==> config.mk <==
export PLATFORM = sky130hd
export DESIGN_NAME = digital_line_slope_range_unit
export DESIGN_NICKNAME = d
export VERILOG_FILES = /design/src/rtl/dlsr_pkg.sv /design/src/rtl/dlsr_cell.sv /design/src/rtl/dlsr_div.sv /design/src/rtl/digital_line_slope_range_unit.sv
export SDC_FILE = /design/constraint.sdc
export NUM_CORES = 2
export LEC_CHECK = 0
export BUFFER_PORTS_ARGS = -buffer_cell sky130_fd_sc_hd__clkbuf_2
export CAP_MARGIN = 20
export CORE_ASPECT_RATIO = 0.8
export CORE_MARGIN = 10
export CORE_UTILIZATION = 37
export DETAILED_ROUTE_END_ITERATION = 10
export PLACE_DENSITY = 0.49
export SYNTH_ARGS = -nofsm -noshare
export SYNTH_HDL_FRONTEND = slang
export SYNTH_HIERARCHICAL = 1
export SYNTH_SLANG_ARGS = --single-unit
export TNS_END_PERCENT = 10
==> constraint.sdc <==
create_clock -name clk -period 33.1 [get_ports clk]
set_input_delay 0 -clock clk [delete_from_list [all_inputs] [get_ports clk]]
set_output_delay 0 -clock clk [all_outputs]
set_load 0.02 [all_outputs]
==> src/rtl/dlsr_pkg.sv <==
package dlsr_pkg;

	localparam int MAX_POINTS_DEF = 256;
	localparam int SEG_W = 9;
	localparam logic [SEG_W-1:0] SEG_RESET = 9'd81;
	localparam int SLOPE_W = 17;
	localparam int ICPT_W = 32;
	localparam int OUT_W = 8;
	localparam int FRAC_BITS = 16;
	localparam int ONE_Q16 = 65536;
	localparam int HALF_Q16 = 32768;
	localparam int BOUND_W = 19;
	localparam int BOUND_MAX = 262143;
	localparam int BOUND_MIN = -262144;
	// Quotient bits of the bound division; a bound never exceeds two in magnitude.
	localparam int QUO_W = 20;

	typedef enum logic [1:0] {
		A_HOLD,
		A_SHIFT_IN,
		A_ROTATE
	} a_op_t;

	typedef enum logic [1:0] {
		B_HOLD,
		B_COPY,
		B_ROTATE
	} b_op_t;

	typedef struct packed {
		a_op_t a_op;
		b_op_t b_op;
		logic  in_bit;
	} cell_ctrl_t;

	typedef enum logic [3:0] {
		ST_IDLE,
		ST_GEN,
		ST_COPY,
		ST_PER_ROT,
		ST_PER_CMP,
		ST_SUM,
		ST_PHASE,
		ST_INV,
		ST_LS,
		ST_FSL,
		ST_LSL,
		ST_MUL,
		ST_NORM,
		ST_DIV,
		ST_DONE
	} state_t;

endpackage

==> src/rtl/dlsr_cell.sv <==
module dlsr_cell #(
	parameter int IDX_W = 8,
	parameter int IDX = 0
) (
	input  logic                 clk,
	input  dlsr_pkg::cell_ctrl_t ctrl,
	input  logic [IDX_W-1:0]     last_idx,
	input  logic                 a_next,
	input  logic                 b_next,
	input  logic                 a_head,
	input  logic                 b_head,
	output logic                 a,
	output logic                 b
);
	import dlsr_pkg::*;

	logic a_q;
	logic b_q;
	logic is_last;

	// The cell at the end of the active chain closes the ring or takes the new step.
	assign is_last = (last_idx == IDX_W'(IDX));

	always_ff @(posedge clk) begin
		unique case (ctrl.a_op)
			A_SHIFT_IN: a_q <= is_last ? ctrl.in_bit : a_next;
			A_ROTATE:   a_q <= is_last ? a_head : a_next;
			default:    a_q <= a_q;
		endcase
		unique case (ctrl.b_op)
			B_COPY:   b_q <= a_q;
			B_ROTATE: b_q <= is_last ? b_head : b_next;
			default:  b_q <= b_q;
		endcase
	end

	assign a = a_q;
	assign b = b_q;

endmodule

==> src/rtl/dlsr_div.sv <==
module dlsr_div #(
	parameter int NW = 38,
	parameter int DW = 19,
	parameter int QW = 20
) (
	input  logic          clk,
	input  logic          arst_n,
	input  logic          start,
	input  logic [NW-1:0] dividend,
	input  logic [DW-1:0] divisor,
	output logic          done,
	output logic [QW-1:0] quo,
	output logic          rem_nz
);
	import dlsr_pkg::*;

	localparam int CW = $clog2(QW + 1);

	logic          busy_q;
	logic          done_q;
	logic [CW-1:0] cnt_q;
	logic [DW-1:0] rem_q;
	logic [DW-1:0] d_q;
	logic [QW-1:0] sh_q;
	logic [QW-1:0] quo_q;
	logic [DW:0]   rem2;
	logic          ge;

	assign rem2 = {rem_q, sh_q[QW-1]};
	assign ge = (rem2 >= {1'b0, d_q});

	always_ff @(posedge clk or negedge arst_n) begin
		if (!arst_n) begin
			busy_q <= 1'b0;
			done_q <= 1'b0;
			cnt_q  <= '0;
		end else begin
			done_q <= 1'b0;
			if (start) begin
				busy_q <= 1'b1;
				cnt_q  <= CW'(QW);
			end else if (busy_q) begin
				cnt_q <= cnt_q - CW'(1);
				if (cnt_q == CW'(1)) begin
					busy_q <= 1'b0;
					done_q <= 1'b1;
				end
			end
		end
	end

	// The upper part of the dividend is already below the divisor, so only
	// the low quotient bits need steps.
	always_ff @(posedge clk) begin
		if (start) begin
			rem_q <= DW'(dividend >> QW);
			sh_q  <= dividend[QW-1:0];
			d_q   <= divisor;
			quo_q <= '0;
		end else if (busy_q) begin
			rem_q <= ge ? DW'(rem2 - {1'b0, d_q}) : DW'(rem2);
			sh_q  <= sh_q << 1;
			quo_q <= {quo_q[QW-2:0], ge};
		end
	end

	assign done = done_q;
	assign quo = quo_q;
	assign rem_nz = |rem_q;

endmodule

==> src/rtl/digital_line_slope_range_unit.sv <==
// Takes a slope and intercept, rasterizes n = segment_points - 1 rounded steps
// into a ring of one-bit cells, and returns the period, rise, phase, inverse
// offset and the two slope bounds of the digital segment as one result item.
// One item at a time: it runs the period search (each candidate period rotates
// the whole ring once), the phase search, loading and summing, the leaning
// point walks and the two bound divisions, which share one bit-serial divider.
// The segment length after reset is 81 points.
// A finished result waits in the output register while the next item starts.
module digital_line_slope_range_unit #(
	parameter int MAX_POINTS = dlsr_pkg::MAX_POINTS_DEF
) (
	input  logic                                 clk,
	input  logic                                 arst_n,
	input  logic                                 cfg_valid,
	output logic                                 cfg_ready,
	input  logic [dlsr_pkg::SEG_W-1:0]           cfg_data,
	input  logic                                 in_valid,
	output logic                                 in_ready,
	input  logic [dlsr_pkg::SLOPE_W-1:0]         slope_frac,
	input  logic signed [dlsr_pkg::ICPT_W-1:0]   intercept,
	output logic                                 out_valid,
	input  logic                                 out_ready,
	output logic [dlsr_pkg::OUT_W-1:0]           period,
	output logic [dlsr_pkg::OUT_W-1:0]           rise,
	output logic [dlsr_pkg::OUT_W-1:0]           phase,
	output logic [dlsr_pkg::OUT_W-1:0]           inverse_offset,
	output logic signed [dlsr_pkg::BOUND_W-1:0]  lower_bound,
	output logic signed [dlsr_pkg::BOUND_W-1:0]  upper_bound,
	output logic                                 lower_valid,
	output logic                                 upper_valid
);
	import dlsr_pkg::*;

	localparam int IW = $clog2(MAX_POINTS);
	localparam int L = MAX_POINTS - 1;
	localparam int AW = ((IW + SLOPE_W > ICPT_W) ? IW + SLOPE_W : ICPT_W) + 2;
	localparam int DDW = IW + 2;
	localparam int PW = 2 * IW + 3;
	localparam int NUMW = PW + 1;
	localparam int NW = 2 * IW + 22;
	localparam int DW = PW;
	localparam int RW = QUO_W + 2;
	localparam logic signed [RW-1:0] R_MAX = RW'(BOUND_MAX);
	localparam logic signed [RW-1:0] R_MIN = RW'(BOUND_MIN);

	state_t state_q, state_d;
	cell_ctrl_t ctrl;

	logic [SEG_W-1:0]  seg_q;
	logic [IW-1:0]     n_q, n_c;
	logic [SLOPE_W-1:0] k_q;
	logic signed [AW-1:0] lo_q, hi_c;
	logic              step_c;
	logic [IW-1:0]     j_q, q_q, p_q, s_q, l_q, r_q, r0_q, v_q;
	logic [IW:0]       x_q, ls_q, fsl_q, lsl_q;
	logic              mis_q, mis_c, mis_n;
	logic              last_j;
	logic              a_head, b_head;
	logic [IW:0]       rs_c, r0_step_c, v_step_c, jq_sum;
	logic              t_c;
	logic [IW+1:0]     xq_sum;
	logic              bsel_q;
	logic signed [DDW-1:0] dd_c;
	logic signed [PW-1:0]  pn_q, pd_q;
	logic              ddz_q;
	logic signed [NUMW-1:0] num_c;
	logic signed [PW-1:0]   den_c;
	logic signed [NW-1:0]   big_c;
	logic              neg_q;
	logic [NW-1:0]     mag_c;
	logic [DW-1:0]     dvs_c;
	logic              div_start, div_done, div_rnz;
	logic [QUO_W-1:0]  div_quo;
	logic signed [RW-1:0] r_c;
	logic signed [BOUND_W-1:0] bnd_c, lob_q, hib_q;
	logic              lov_q, hiv_q;

	logic [L-1:0] a_v, b_v;

	assign cfg_ready = 1'b1;
	assign in_ready = (state_q == ST_IDLE);

	always_ff @(posedge clk or negedge arst_n) begin
		if (!arst_n) begin
			seg_q <= SEG_RESET;
		end else if (cfg_valid && cfg_ready) begin
			seg_q <= cfg_data;
		end
	end

	always_comb begin
		if (seg_q < SEG_W'(3)) begin
			n_c = IW'(2);
		end else if (32'(seg_q) > MAX_POINTS) begin
			n_c = IW'(MAX_POINTS - 1);
		end else begin
			n_c = IW'(seg_q - SEG_W'(1));
		end
	end

	// Ring of cells; cell zero is the read point of both lines.
	for (genvar i = 0; i < L; i++) begin : g_cell
		logic an, bn;
		if (i == L - 1) begin : g_end
			assign an = 1'b0;
			assign bn = 1'b0;
		end else begin : g_mid
			assign an = a_v[i+1];
			assign bn = b_v[i+1];
		end
		dlsr_cell #(.IDX_W(IW), .IDX(i)) u_cell (
			.clk     (clk),
			.ctrl    (ctrl),
			.last_idx(n_q - IW'(1)),
			.a_next  (an),
			.b_next  (bn),
			.a_head  (a_head),
			.b_head  (b_head),
			.a       (a_v[i]),
			.b       (b_v[i])
		);
	end
	assign a_head = a_v[0];
	assign b_head = b_v[0];

	assign hi_c = lo_q + AW'(signed'({1'b0, k_q}));
	assign step_c = (hi_c[AW-1:FRAC_BITS] != lo_q[AW-1:FRAC_BITS]);
	assign last_j = (j_q == n_q - IW'(1));
	assign jq_sum = {1'b0, j_q} + {1'b0, q_q};
	assign mis_c = (jq_sum < {1'b0, n_q}) && (a_head != b_head);

	// Incremental floor(p*m/q): t is the carry when m steps up by one.
	assign rs_c = {1'b0, r_q} + {1'b0, p_q};
	assign t_c = (rs_c >= {1'b0, q_q});
	assign r0_step_c = {1'b0, r0_q} + {1'b0, q_q} - {1'b0, p_q};
	assign v_step_c = {1'b0, v_q} + {1'b0, p_q};
	assign xq_sum = {1'b0, x_q} + {2'b0, q_q};

	always_comb begin
		mis_n = mis_q;
		if (state_q == ST_PER_CMP) begin
			mis_n = mis_q | mis_c;
		end else if (state_q == ST_PHASE) begin
			mis_n = mis_q | ((j_q < q_q) && (t_c != a_head));
		end
	end

	assign dd_c = bsel_q ? (DDW'(lsl_q) - DDW'(s_q)) : (DDW'(ls_q) - DDW'(fsl_q));

	always_comb begin
		num_c = NUMW'(pn_q) + (bsel_q ? NUMW'(1) : -NUMW'(1));
		den_c = pd_q;
		if (pd_q < 0) begin
			num_c = -num_c;
			den_c = -pd_q;
		end
		big_c = (NW'(num_c) <<< (FRAC_BITS + 1)) + NW'(den_c);
		mag_c = big_c[NW-1] ? NW'(-big_c) : NW'(big_c);
		dvs_c = DW'(den_c) << 1;
	end

	assign div_start = (state_q == ST_NORM) && !ddz_q;

	dlsr_div #(.NW(NW), .DW(DW), .QW(QUO_W)) u_div (
		.clk     (clk),
		.arst_n  (arst_n),
		.start   (div_start),
		.dividend(mag_c),
		.divisor (dvs_c),
		.done    (div_done),
		.quo     (div_quo),
		.rem_nz  (div_rnz)
	);

	always_comb begin
		r_c = neg_q ? -(RW'(div_quo) + RW'(div_rnz)) : RW'(div_quo);
		if (r_c > R_MAX) begin
			bnd_c = BOUND_W'(BOUND_MAX);
		end else if (r_c < R_MIN) begin
			bnd_c = BOUND_W'(BOUND_MIN);
		end else begin
			bnd_c = BOUND_W'(r_c);
		end
	end

	always_ff @(posedge clk or negedge arst_n) begin
		if (!arst_n) begin
			state_q <= ST_IDLE;
		end else begin
			state_q <= state_d;
		end
	end

	always_comb begin
		state_d = state_q;
		ctrl.a_op = A_HOLD;
		ctrl.b_op = B_HOLD;
		ctrl.in_bit = step_c;
		unique case (state_q)
			ST_IDLE: begin
				if (in_valid) state_d = ST_GEN;
			end
			ST_GEN: begin
				ctrl.a_op = A_SHIFT_IN;
				if (last_j) state_d = ST_COPY;
			end
			ST_COPY: begin
				ctrl.b_op = B_COPY;
				state_d = ST_PER_ROT;
			end
			ST_PER_ROT: begin
				ctrl.b_op = B_ROTATE;
				state_d = ST_PER_CMP;
			end
			ST_PER_CMP: begin
				ctrl.a_op = A_ROTATE;
				ctrl.b_op = B_ROTATE;
				if (last_j) state_d = (!mis_n || q_q == n_q) ? ST_SUM : ST_PER_ROT;
			end
			ST_SUM: begin
				ctrl.a_op = A_ROTATE;
				if (last_j) state_d = ST_PHASE;
			end
			ST_PHASE: begin
				ctrl.a_op = A_ROTATE;
				if (last_j && (!mis_n || s_q + IW'(1) == q_q)) state_d = ST_INV;
			end
			ST_INV: begin
				if (l_q == q_q || v_q == '0) state_d = ST_LS;
			end
			ST_LS: begin
				if (xq_sum > {2'b0, n_q}) state_d = ST_FSL;
			end
			ST_FSL: begin
				if (x_q < {1'b0, q_q}) state_d = ST_LSL;
			end
			ST_LSL: begin
				if (xq_sum > {2'b0, n_q}) state_d = ST_MUL;
			end
			ST_MUL: state_d = ST_NORM;
			ST_NORM: begin
				if (ddz_q) state_d = bsel_q ? ST_DONE : ST_MUL;
				else state_d = ST_DIV;
			end
			ST_DIV: begin
				if (div_done) state_d = bsel_q ? ST_DONE : ST_MUL;
			end
			ST_DONE: begin
				if (!out_valid || out_ready) state_d = ST_IDLE;
			end
			default: state_d = ST_IDLE;
		endcase
	end

	always_ff @(posedge clk or negedge arst_n) begin
		if (!arst_n) begin
			out_valid <= 1'b0;
		end else if (state_q == ST_DONE && (!out_valid || out_ready)) begin
			out_valid <= 1'b1;
		end else if (out_ready) begin
			out_valid <= 1'b0;
		end
	end

	always_ff @(posedge clk) begin
		if (state_q == ST_DONE && (!out_valid || out_ready)) begin
			period         <= OUT_W'(q_q);
			rise           <= OUT_W'(p_q);
			phase          <= OUT_W'(s_q);
			inverse_offset <= OUT_W'(l_q);
			lower_bound    <= lob_q;
			upper_bound    <= hib_q;
			lower_valid    <= lov_q;
			upper_valid    <= hiv_q;
		end
	end

	always_ff @(posedge clk) begin
		unique case (state_q)
			ST_IDLE: begin
				n_q <= n_c;
				k_q <= (slope_frac > SLOPE_W'(ONE_Q16)) ? SLOPE_W'(ONE_Q16) : slope_frac;
				lo_q <= AW'(intercept) + AW'(HALF_Q16);
				j_q <= '0;
			end
			ST_GEN: begin
				lo_q <= hi_c;
				j_q <= last_j ? '0 : j_q + IW'(1);
			end
			ST_COPY: q_q <= IW'(1);
			ST_PER_ROT: mis_q <= 1'b0;
			ST_PER_CMP: begin
				mis_q <= mis_n;
				j_q <= last_j ? '0 : j_q + IW'(1);
				if (last_j) begin
					if (!mis_n || q_q == n_q) p_q <= '0;
					else q_q <= q_q + IW'(1);
				end
			end
			ST_SUM: begin
				if (j_q < q_q) p_q <= p_q + IW'(a_head);
				j_q <= last_j ? '0 : j_q + IW'(1);
				if (last_j) begin
					s_q <= '0;
					r_q <= '0;
					r0_q <= '0;
					mis_q <= 1'b0;
				end
			end
			ST_PHASE: begin
				mis_q <= last_j ? 1'b0 : mis_n;
				j_q <= last_j ? '0 : j_q + IW'(1);
				if (last_j && mis_n) begin
					// Start value of the next offset: -(s+1)*p modulo q.
					r_q <= (r0_q >= p_q) ? r0_q - p_q : IW'(r0_step_c);
				end else if (j_q < q_q) begin
					r_q <= IW'(t_c ? rs_c - {1'b0, q_q} : rs_c);
				end
				if (last_j) begin
					l_q <= '0;
					v_q <= (q_q == IW'(1)) ? '0 : IW'(1);
					if (mis_n) begin
						s_q <= s_q + IW'(1);
						r0_q <= (r0_q >= p_q) ? r0_q - p_q : IW'(r0_step_c);
					end
				end
			end
			ST_INV: begin
				if (l_q == q_q || v_q == '0) begin
					x_q <= {1'b0, s_q};
				end else begin
					l_q <= l_q + IW'(1);
					v_q <= IW'((v_step_c >= {1'b0, q_q}) ? v_step_c - {1'b0, q_q} : v_step_c);
				end
			end
			ST_LS: begin
				if (xq_sum > {2'b0, n_q}) begin
					ls_q <= x_q;
					x_q <= {1'b0, s_q} + {1'b0, l_q};
				end else begin
					x_q <= IW'(0) + (IW+1)'(xq_sum);
				end
			end
			ST_FSL: begin
				if (x_q < {1'b0, q_q}) fsl_q <= x_q;
				else x_q <= x_q - {1'b0, q_q};
			end
			ST_LSL: begin
				bsel_q <= 1'b0;
				if (xq_sum > {2'b0, n_q}) lsl_q <= x_q;
				else x_q <= (IW+1)'(xq_sum);
			end
			ST_MUL: begin
				pn_q <= PW'(signed'({1'b0, p_q}) * dd_c);
				pd_q <= PW'(signed'({1'b0, q_q}) * dd_c);
				ddz_q <= (dd_c == '0);
			end
			ST_NORM: begin
				neg_q <= big_c[NW-1];
				if (ddz_q) begin
					if (bsel_q) begin
						hib_q <= BOUND_W'(BOUND_MAX);
						hiv_q <= 1'b0;
					end else begin
						lob_q <= BOUND_W'(BOUND_MIN);
						lov_q <= 1'b0;
					end
					bsel_q <= 1'b1;
				end
			end
			ST_DIV: begin
				if (div_done) begin
					if (bsel_q) begin
						hib_q <= bnd_c;
						hiv_q <= 1'b1;
					end else begin
						lob_q <= bnd_c;
						lov_q <= 1'b1;
					end
					bsel_q <= 1'b1;
				end
			end
			default: begin
			end
		endcase
	end

endmodule

* Word-level counts from Yosys, hierarchy flattened
Cells that the tools add are included.
W data, S select, Z words.
** Cells by class
- Bitwise operators :: 2
- $add $sub $neg :: 31
- Reductions and logical operators :: 52
- Equality and inequality tests :: 308
- Magnitude comparators :: 14
- Multiplexer cells :: 1378
- Multipliers :: 2
** Operator list (count)
- $pmux W1 S2 :: 512
- $eq A8 B8 Y1 const B :: 127
- $mux W1 :: 788
- $eq A8 B7 Y1 const B :: 64
- $eq A8 B6 Y1 const B :: 32
- $mux W19 :: 12
- $mux W8 :: 20
- $eq A8 B5 Y1 const B :: 16
- $pmux W8 S2 :: 8
- $mux W20 :: 4
- $pmux W19 S2 :: 2
- $pmux W34 S2 :: 1
- $eq A8 B4 Y1 const B :: 8
- $pmux W4 S15 :: 1
- $ne A2 B2 Y1 const B :: 23
- $mux W4 :: 11
- $add A37 B19 Y38 :: 1
- $mul A9 B10 Y19 :: 2
- $mux W38 :: 1
- $neg A38 Y38 :: 1
- $add A8 B8 Y9 :: 4
- $mux W18 :: 2
- $mux W9 :: 4
- $pmux W9 S4 :: 1
- other kinds (71) :: 142
** Word-level totals
- Bits of input ports :: 63
- Word-level logic and storage cells :: 2342
- Register bits :: 921

* Logic depth before layout (Yosys ltp)
- Depth in word-level cells :: 12
- Mapped depth :: 32
- Mapped depth without buffers :: 31

* By module
Netlist, hierarchy kept.
** By module, submodules not included
- digital_line_slope_range_unit :: area an instance 28760.1 um^2, cells each 2984, instances 1, seq. area each 9272.6 um^2
- dlsr_cell at g_cell[100].u_cell ... :: area an instance 187.7 um^2, cells each 18, instances 76, seq. area each 60.1 um^2
- dlsr_cell at g_cell[101].u_cell ... :: area an instance 176.4 um^2, cells each 18, instances 36, seq. area each 60.1 um^2
- dlsr_cell at g_cell[113].u_cell ... :: area an instance 173.9 um^2, cells each 18, instances 32, seq. area each 60.1 um^2
- dlsr_cell at g_cell[115].u_cell ... :: area an instance 202.7 um^2, cells each 18, instances 24, seq. area each 60.1 um^2
- dlsr_div :: area an instance 4481.8 um^2, cells each 401, instances 1, seq. area each 2307.2 um^2
- dlsr_cell at g_cell[0].u_cell ... :: area an instance 185.2 um^2, cells each 18, instances 23, seq. area each 60.1 um^2
- dlsr_cell at g_cell[119].u_cell ... :: area an instance 198.9 um^2, cells each 18, instances 16, seq. area each 60.1 um^2
- dlsr_cell at g_cell[129].u_cell ... :: area an instance 190.2 um^2, cells each 18, instances 16, seq. area each 60.1 um^2
- dlsr_cell at g_cell[112].u_cell ... :: area an instance 171.4 um^2, cells each 18, instances 16, seq. area each 60.1 um^2
- dlsr_cell at g_cell[131].u_cell ... :: area an instance 191.4 um^2, cells each 18, instances 8, seq. area each 60.1 um^2
- dlsr_cell at g_cell[127].u_cell ... :: area an instance 181.4 um^2, cells each 18, instances 4, seq. area each 60.1 um^2
- dlsr_cell at g_cell[12].u_cell ... :: area an instance 188.9 um^2, cells each 18, instances 2, seq. area each 60.1 um^2
- dlsr_cell at g_cell[15].u_cell ... :: area an instance 168.9 um^2, cells each 18, instances 2, seq. area each 60.1 um^2

* Worst setup path after synthesis
Ideal clock, no wire load.
- Path kind :: reg-to-reg
- From :: register n_q[0]
- To :: register g_cell[108].u_cell.b_q, data pin
- Path slack :: 5.394 ns
- Data required time :: 32.834 ns
- Period minus slack after synthesis :: 27.706 ns
- Data arrival time :: 27.440 ns
- Stages on the path, launching flop included :: 9
- Cells stage by stage :: edfxtp_1 clkbuf_1 inv_1 ha_1 nand2_1 xnor2_1 and4bb_2 a21oi_1 or3b_1
** On the way
- Longest elaborated chain between the ends :: 4
** Ends and longest elaborated chain
- from (decl) :: line digital_line_slope_range_unit.sv:50 : logic [IW-1:0] n_q, n_c;
- from (signal assigned) :: line digital_line_slope_range_unit.sv:281 : n_q <= n_c;
- $sub A8 B1 Y8 :: line digital_line_slope_range_unit.sv:114 : .last_idx(n_q - IW'(1)),
- $eq A8 B7 Y1 :: line dlsr_cell.sv:22 : assign is_last = (last_idx == IDX_W'(IDX));
- $mux W1 :: line dlsr_cell.sv:32 : B_ROTATE: b_q <= is_last ? b_head : b_next;
- $pmux W1 S2 :: line dlsr_cell.sv:30 : unique case (ctrl.b_op)
- to (signal assigned) :: line dlsr_cell.sv:31 : B_COPY: b_q <= a_q;
- to (signal assigned) :: line dlsr_cell.sv:32
- to (signal assigned) :: line dlsr_cell.sv:33 : default: b_q <= b_q;
- to (decl) :: line dlsr_cell.sv:18 : logic b_q;
No other way between the ends.
A chain may end at the register's enable or synchronous reset.

* Worst setup path after layout
- From :: register s_q[1]
- To :: register pd_q[17], data pin
** On the way
- Longest elaborated chain between the ends :: 3
** Ends and longest elaborated chain
- from (decl) :: line digital_line_slope_range_unit.sv:54 : logic [IW-1:0] j_q, q_q, p_q, s_q, l_q, r_q, r0_q, v_q;
- from (signal assigned) :: line digital_line_slope_range_unit.sv:323 : s_q <= s_q + IW'(1);
- $sub A9 B8 Y10 :: line digital_line_slope_range_unit.sv:148 : assign dd_c = bsel_q ? (DDW'(lsl_q) - DDW'(s_q)) : (DDW'(ls_q) - DDW'(fsl_q));
- $mux W10 :: line digital_line_slope_range_unit.sv:148
- $mul A9 B10 Y19 :: line digital_line_slope_range_unit.sv:355 : pd_q <= PW'(signed'({1'b0, q_q}) * dd_c);
- to (signal assigned) :: line digital_line_slope_range_unit.sv:355
- to (decl) :: line digital_line_slope_range_unit.sv:64 : logic signed [PW-1:0] pn_q, pd_q;
No other way between the ends.

==> flow_metrics.tcl <==
set metrics [dict create \
    outcome "completed" \
    setup_slack_ps 25080 \
    finClkSkew_ps 33.9 \
    required_ps 33580 \
    fin_hold_ws_ps 69.8 \
    synthFlopType "edfxtp_1" \
    start_util 0.371 \
    cts_buffers 112 \
    worst_slew_pin_slew_ps 1120 \
    startpoint_type "flop" \
    die_x_um 541 \
    finalCritPeriodShare 0.242 \
    synth_seq_cells 906 \
    grt_pass1_vias 60400 \
    cts_resized 0 \
    topRoutingLayerUsed "met5" \
    worstSetupEndpointType "flop" \
    crit_fanout 23 \
    mostFrequentLayoutCells "inv_1 (1397), edfxtp_1 (864), ha_1 (819)" \
    slew_violations 0 \
    p_leak_uw 0.0348 \
    nets 9315 \
    avgViaCountPerCell 5.37 \
    syn-cell-area_sq_um 80500 \
    syn_to_final_growth_pct 11.4 \
    fin_crit_ps 8020 \
    num_rows 153 \
    cts_sinks 906 \
    drtAntennaViolNets 0 \
    wl_met1_mm 109 \
    async_reset_ff_frac 0.0232 \
    synth_top_area_share 0.322 \
    synth.area.top_cells "edfxtp_1 (32%), ha_1 (13%), inv_1 (6.5%)" \
    avgSynthCellArea_sq_um 10.1 \
    grt-ovfl-total 0 \
    arrival_ps 8500 \
    worst_slew_margin_rel 0.252 \
    grt_max_degree 150 \
    ctsHtreeMaxLevel 3 \
    synthCells 7975 \
    vdd_ir_drop_max_uv 36.0 \
    place_area_sq_um 85400 \
    cts_tree "yes" \
    clk_path_buf_depth 3 \
    drive_gt1_frac 0.120 \
    setup_tns_ps 0 \
    ys_types 107 \
    met3_length_mm 8.65 \
    final_area_sq_um 89700 \
    drtIter0Drc 4082 \
    worst-setup-path-type "reg2reg" \
    final_common_cell "inv_1" \
    grt_pass1_wl_mm 344 \
    powerDensity_nw_per_um2 27.8 \
    rsz0062_at_grt "no" \
    yosysTopAreaCell "edfxtp_1" \
    port-buffer-count 122 \
    num_vias 60300 \
    dpl.hpwl_mm 129 \
    core-area_sq_um 217000 \
    antenna_found_initial 3 \
    synth_edf_count 864 \
    dr.pass1.iters 6 \
    wl_met2_mm 95.1 \
    hold_viol_final 0 \
    grt_usage 0.176 \
    place_ws_ps 25100 \
    routedWlPerCell_um 19.2 \
    gp_congestion 0.835 \
    max-cap-violations 0 \
    ys_warn_count 6 \
    finalSetupViolCount 0 \
    seq_area_frac_synth 0.334 \
    routed_wl_mm 216 \
    io_pins 138 \
    drcViolationCount 0 \
    insertion_delay_ps 750 \
    die_area_sq_um 237000 \
    path_clk_slew_ps 60 \
    timing.hold.worst.class "in2reg" \
    fp.dieH_um 437 \
    final_util 0.413 \
    fmax_mhz 125 \
    root_buffer "clkbuf_16" \
]
==> where the power goes <==
part,internal [uW],switching [uW]
logic,15.6,10.7
registers,1250,3.87
clock network,674,542
==> registers in the layout, indices dropped and copies added (netlist names), 9 cells and up <==
signal and count:
g_cell.u_cell/a 255, g_cell.u_cell/b 255, u_div/quo 20, u_div/sh_q 20
hib_q 19, lob_q 19, lower_bound 19, pd_q 19
pn_q 19, u_div/d_q 19, u_div/rem_q 19, upper_bound 19
lo_q 18, k_q 17, fsl_q 9, ls_q 9
lsl_q 9, seg_q 9, x_q 9
==> path summary, 6_finish.rpt <==
check | cells after the start | endpoint | slack [ps] | startpoint
min in group asynchronous | 3 | seg_q[6]$_DFFE_PN1P_ | 430 | arst_n
setup reg to reg | 27 | pd_q[17]$_DFFE_PP_ | 25080 | s_q[1]$_SDFFCE_PN0P_
hold reg to reg | 0 | upper_bound[4]$_DFFE_PP_ | 420 | hib_q[4]$_SDFFCE_PN1P_
hold / removal | 4 | lo_q[0]$_DFFE_PP_ | 70 | intercept[0]
setup / recovery | 27 | pd_q[17]$_DFFE_PP_ | 25080 | s_q[1]$_SDFFCE_PN0P_
max in group asynchronous | 4 | state_q[2]$_DFFE_PN0P_ | 32490 | arst_n
==> cells in the mapped netlist (145+ instances only) <==
cell / instances
inv_1: 1399
edfxtp_1: 864
ha_1: 819
nand2_1: 475
a21oi_1: 354
mux2i_1: 311
o21ai_0: 283
nand3_1: 265
nor2_1: 262
nand2b_1: 247
xnor2_1: 224
nand4_1: 173
fa_1: 154
o31ai_1: 154
or3_1: 153
o211ai_1: 145
==> critical path, stage by stage, from the launching register on <==
cell,delay [ps]
edfxtp_1,560
inv_1,230
ha_1,330
nor2b_1,120
o21ai_0,220
a21oi_1,120
o21ai_0,150
nand2b_1,110
a21oi_1,190
o21bai_1,110
a2111oi_0,420
a21o_1,830
nand2_1,340
fa_1,620
inv_1,150
fa_1,520
inv_1,50
fa_1,480
fa_1,550
inv_1,40
ha_1,350
nand3_1,110
nand2_1,60
a41o_1,220
o41ai_1,420
o21bai_1,120
a21oi_1,200
xnor2_1,90
==> routing by layer <==
metal,track usage,up-vias
li1,-,29500
met1,0.258,29500
met2,0.280,1093
met3,0.0210,209
met4,0.0323,2
met5,0,-
==> area by class of cell <==
class                   count  area, sq um
well taps                2867         3590
repair buffers            307         2390
flip-flops and latches    906        26900
inverters                1402         5290
diodes                      2         5.00
fillers                 20800       127000
clock inverters            62          490
multi-input cells        5550        48000
clock buffers             144         2990
==> cells by family (layout without fill, tap and decap cells) <==
group,Yosys count,in the layout,synth area share
buf+inv,1521,1915,0.0712
simple gates,2454,2454,0.233
mux,348,348,0.0439
fa+ha+maj,973,973,0.166
other cells,2,6,0.0000933
xor+xnor,326,326,0.0355
flops,906,906,0.334
compound gates,1445,1445,0.117
==> timing repair <==
action | CTS | global route
endpoints found under the hold margin | 66 | 0
buffers inserted | 0 | 0
hold buffers | 77 | 0
setup endpoints to repair | 0 | 0
==> stage by stage <==
stage	instances	total power [uW]
2_1_floorplan	7977	1280
5_1_grt	11200	2580
6_report	11200	2490
3_5_place_dp	11000	1290
4_1_cts	11200	2540
3_3_place_gp	11000	1290
No activity file was read; power rests on OpenSTA's default activity.
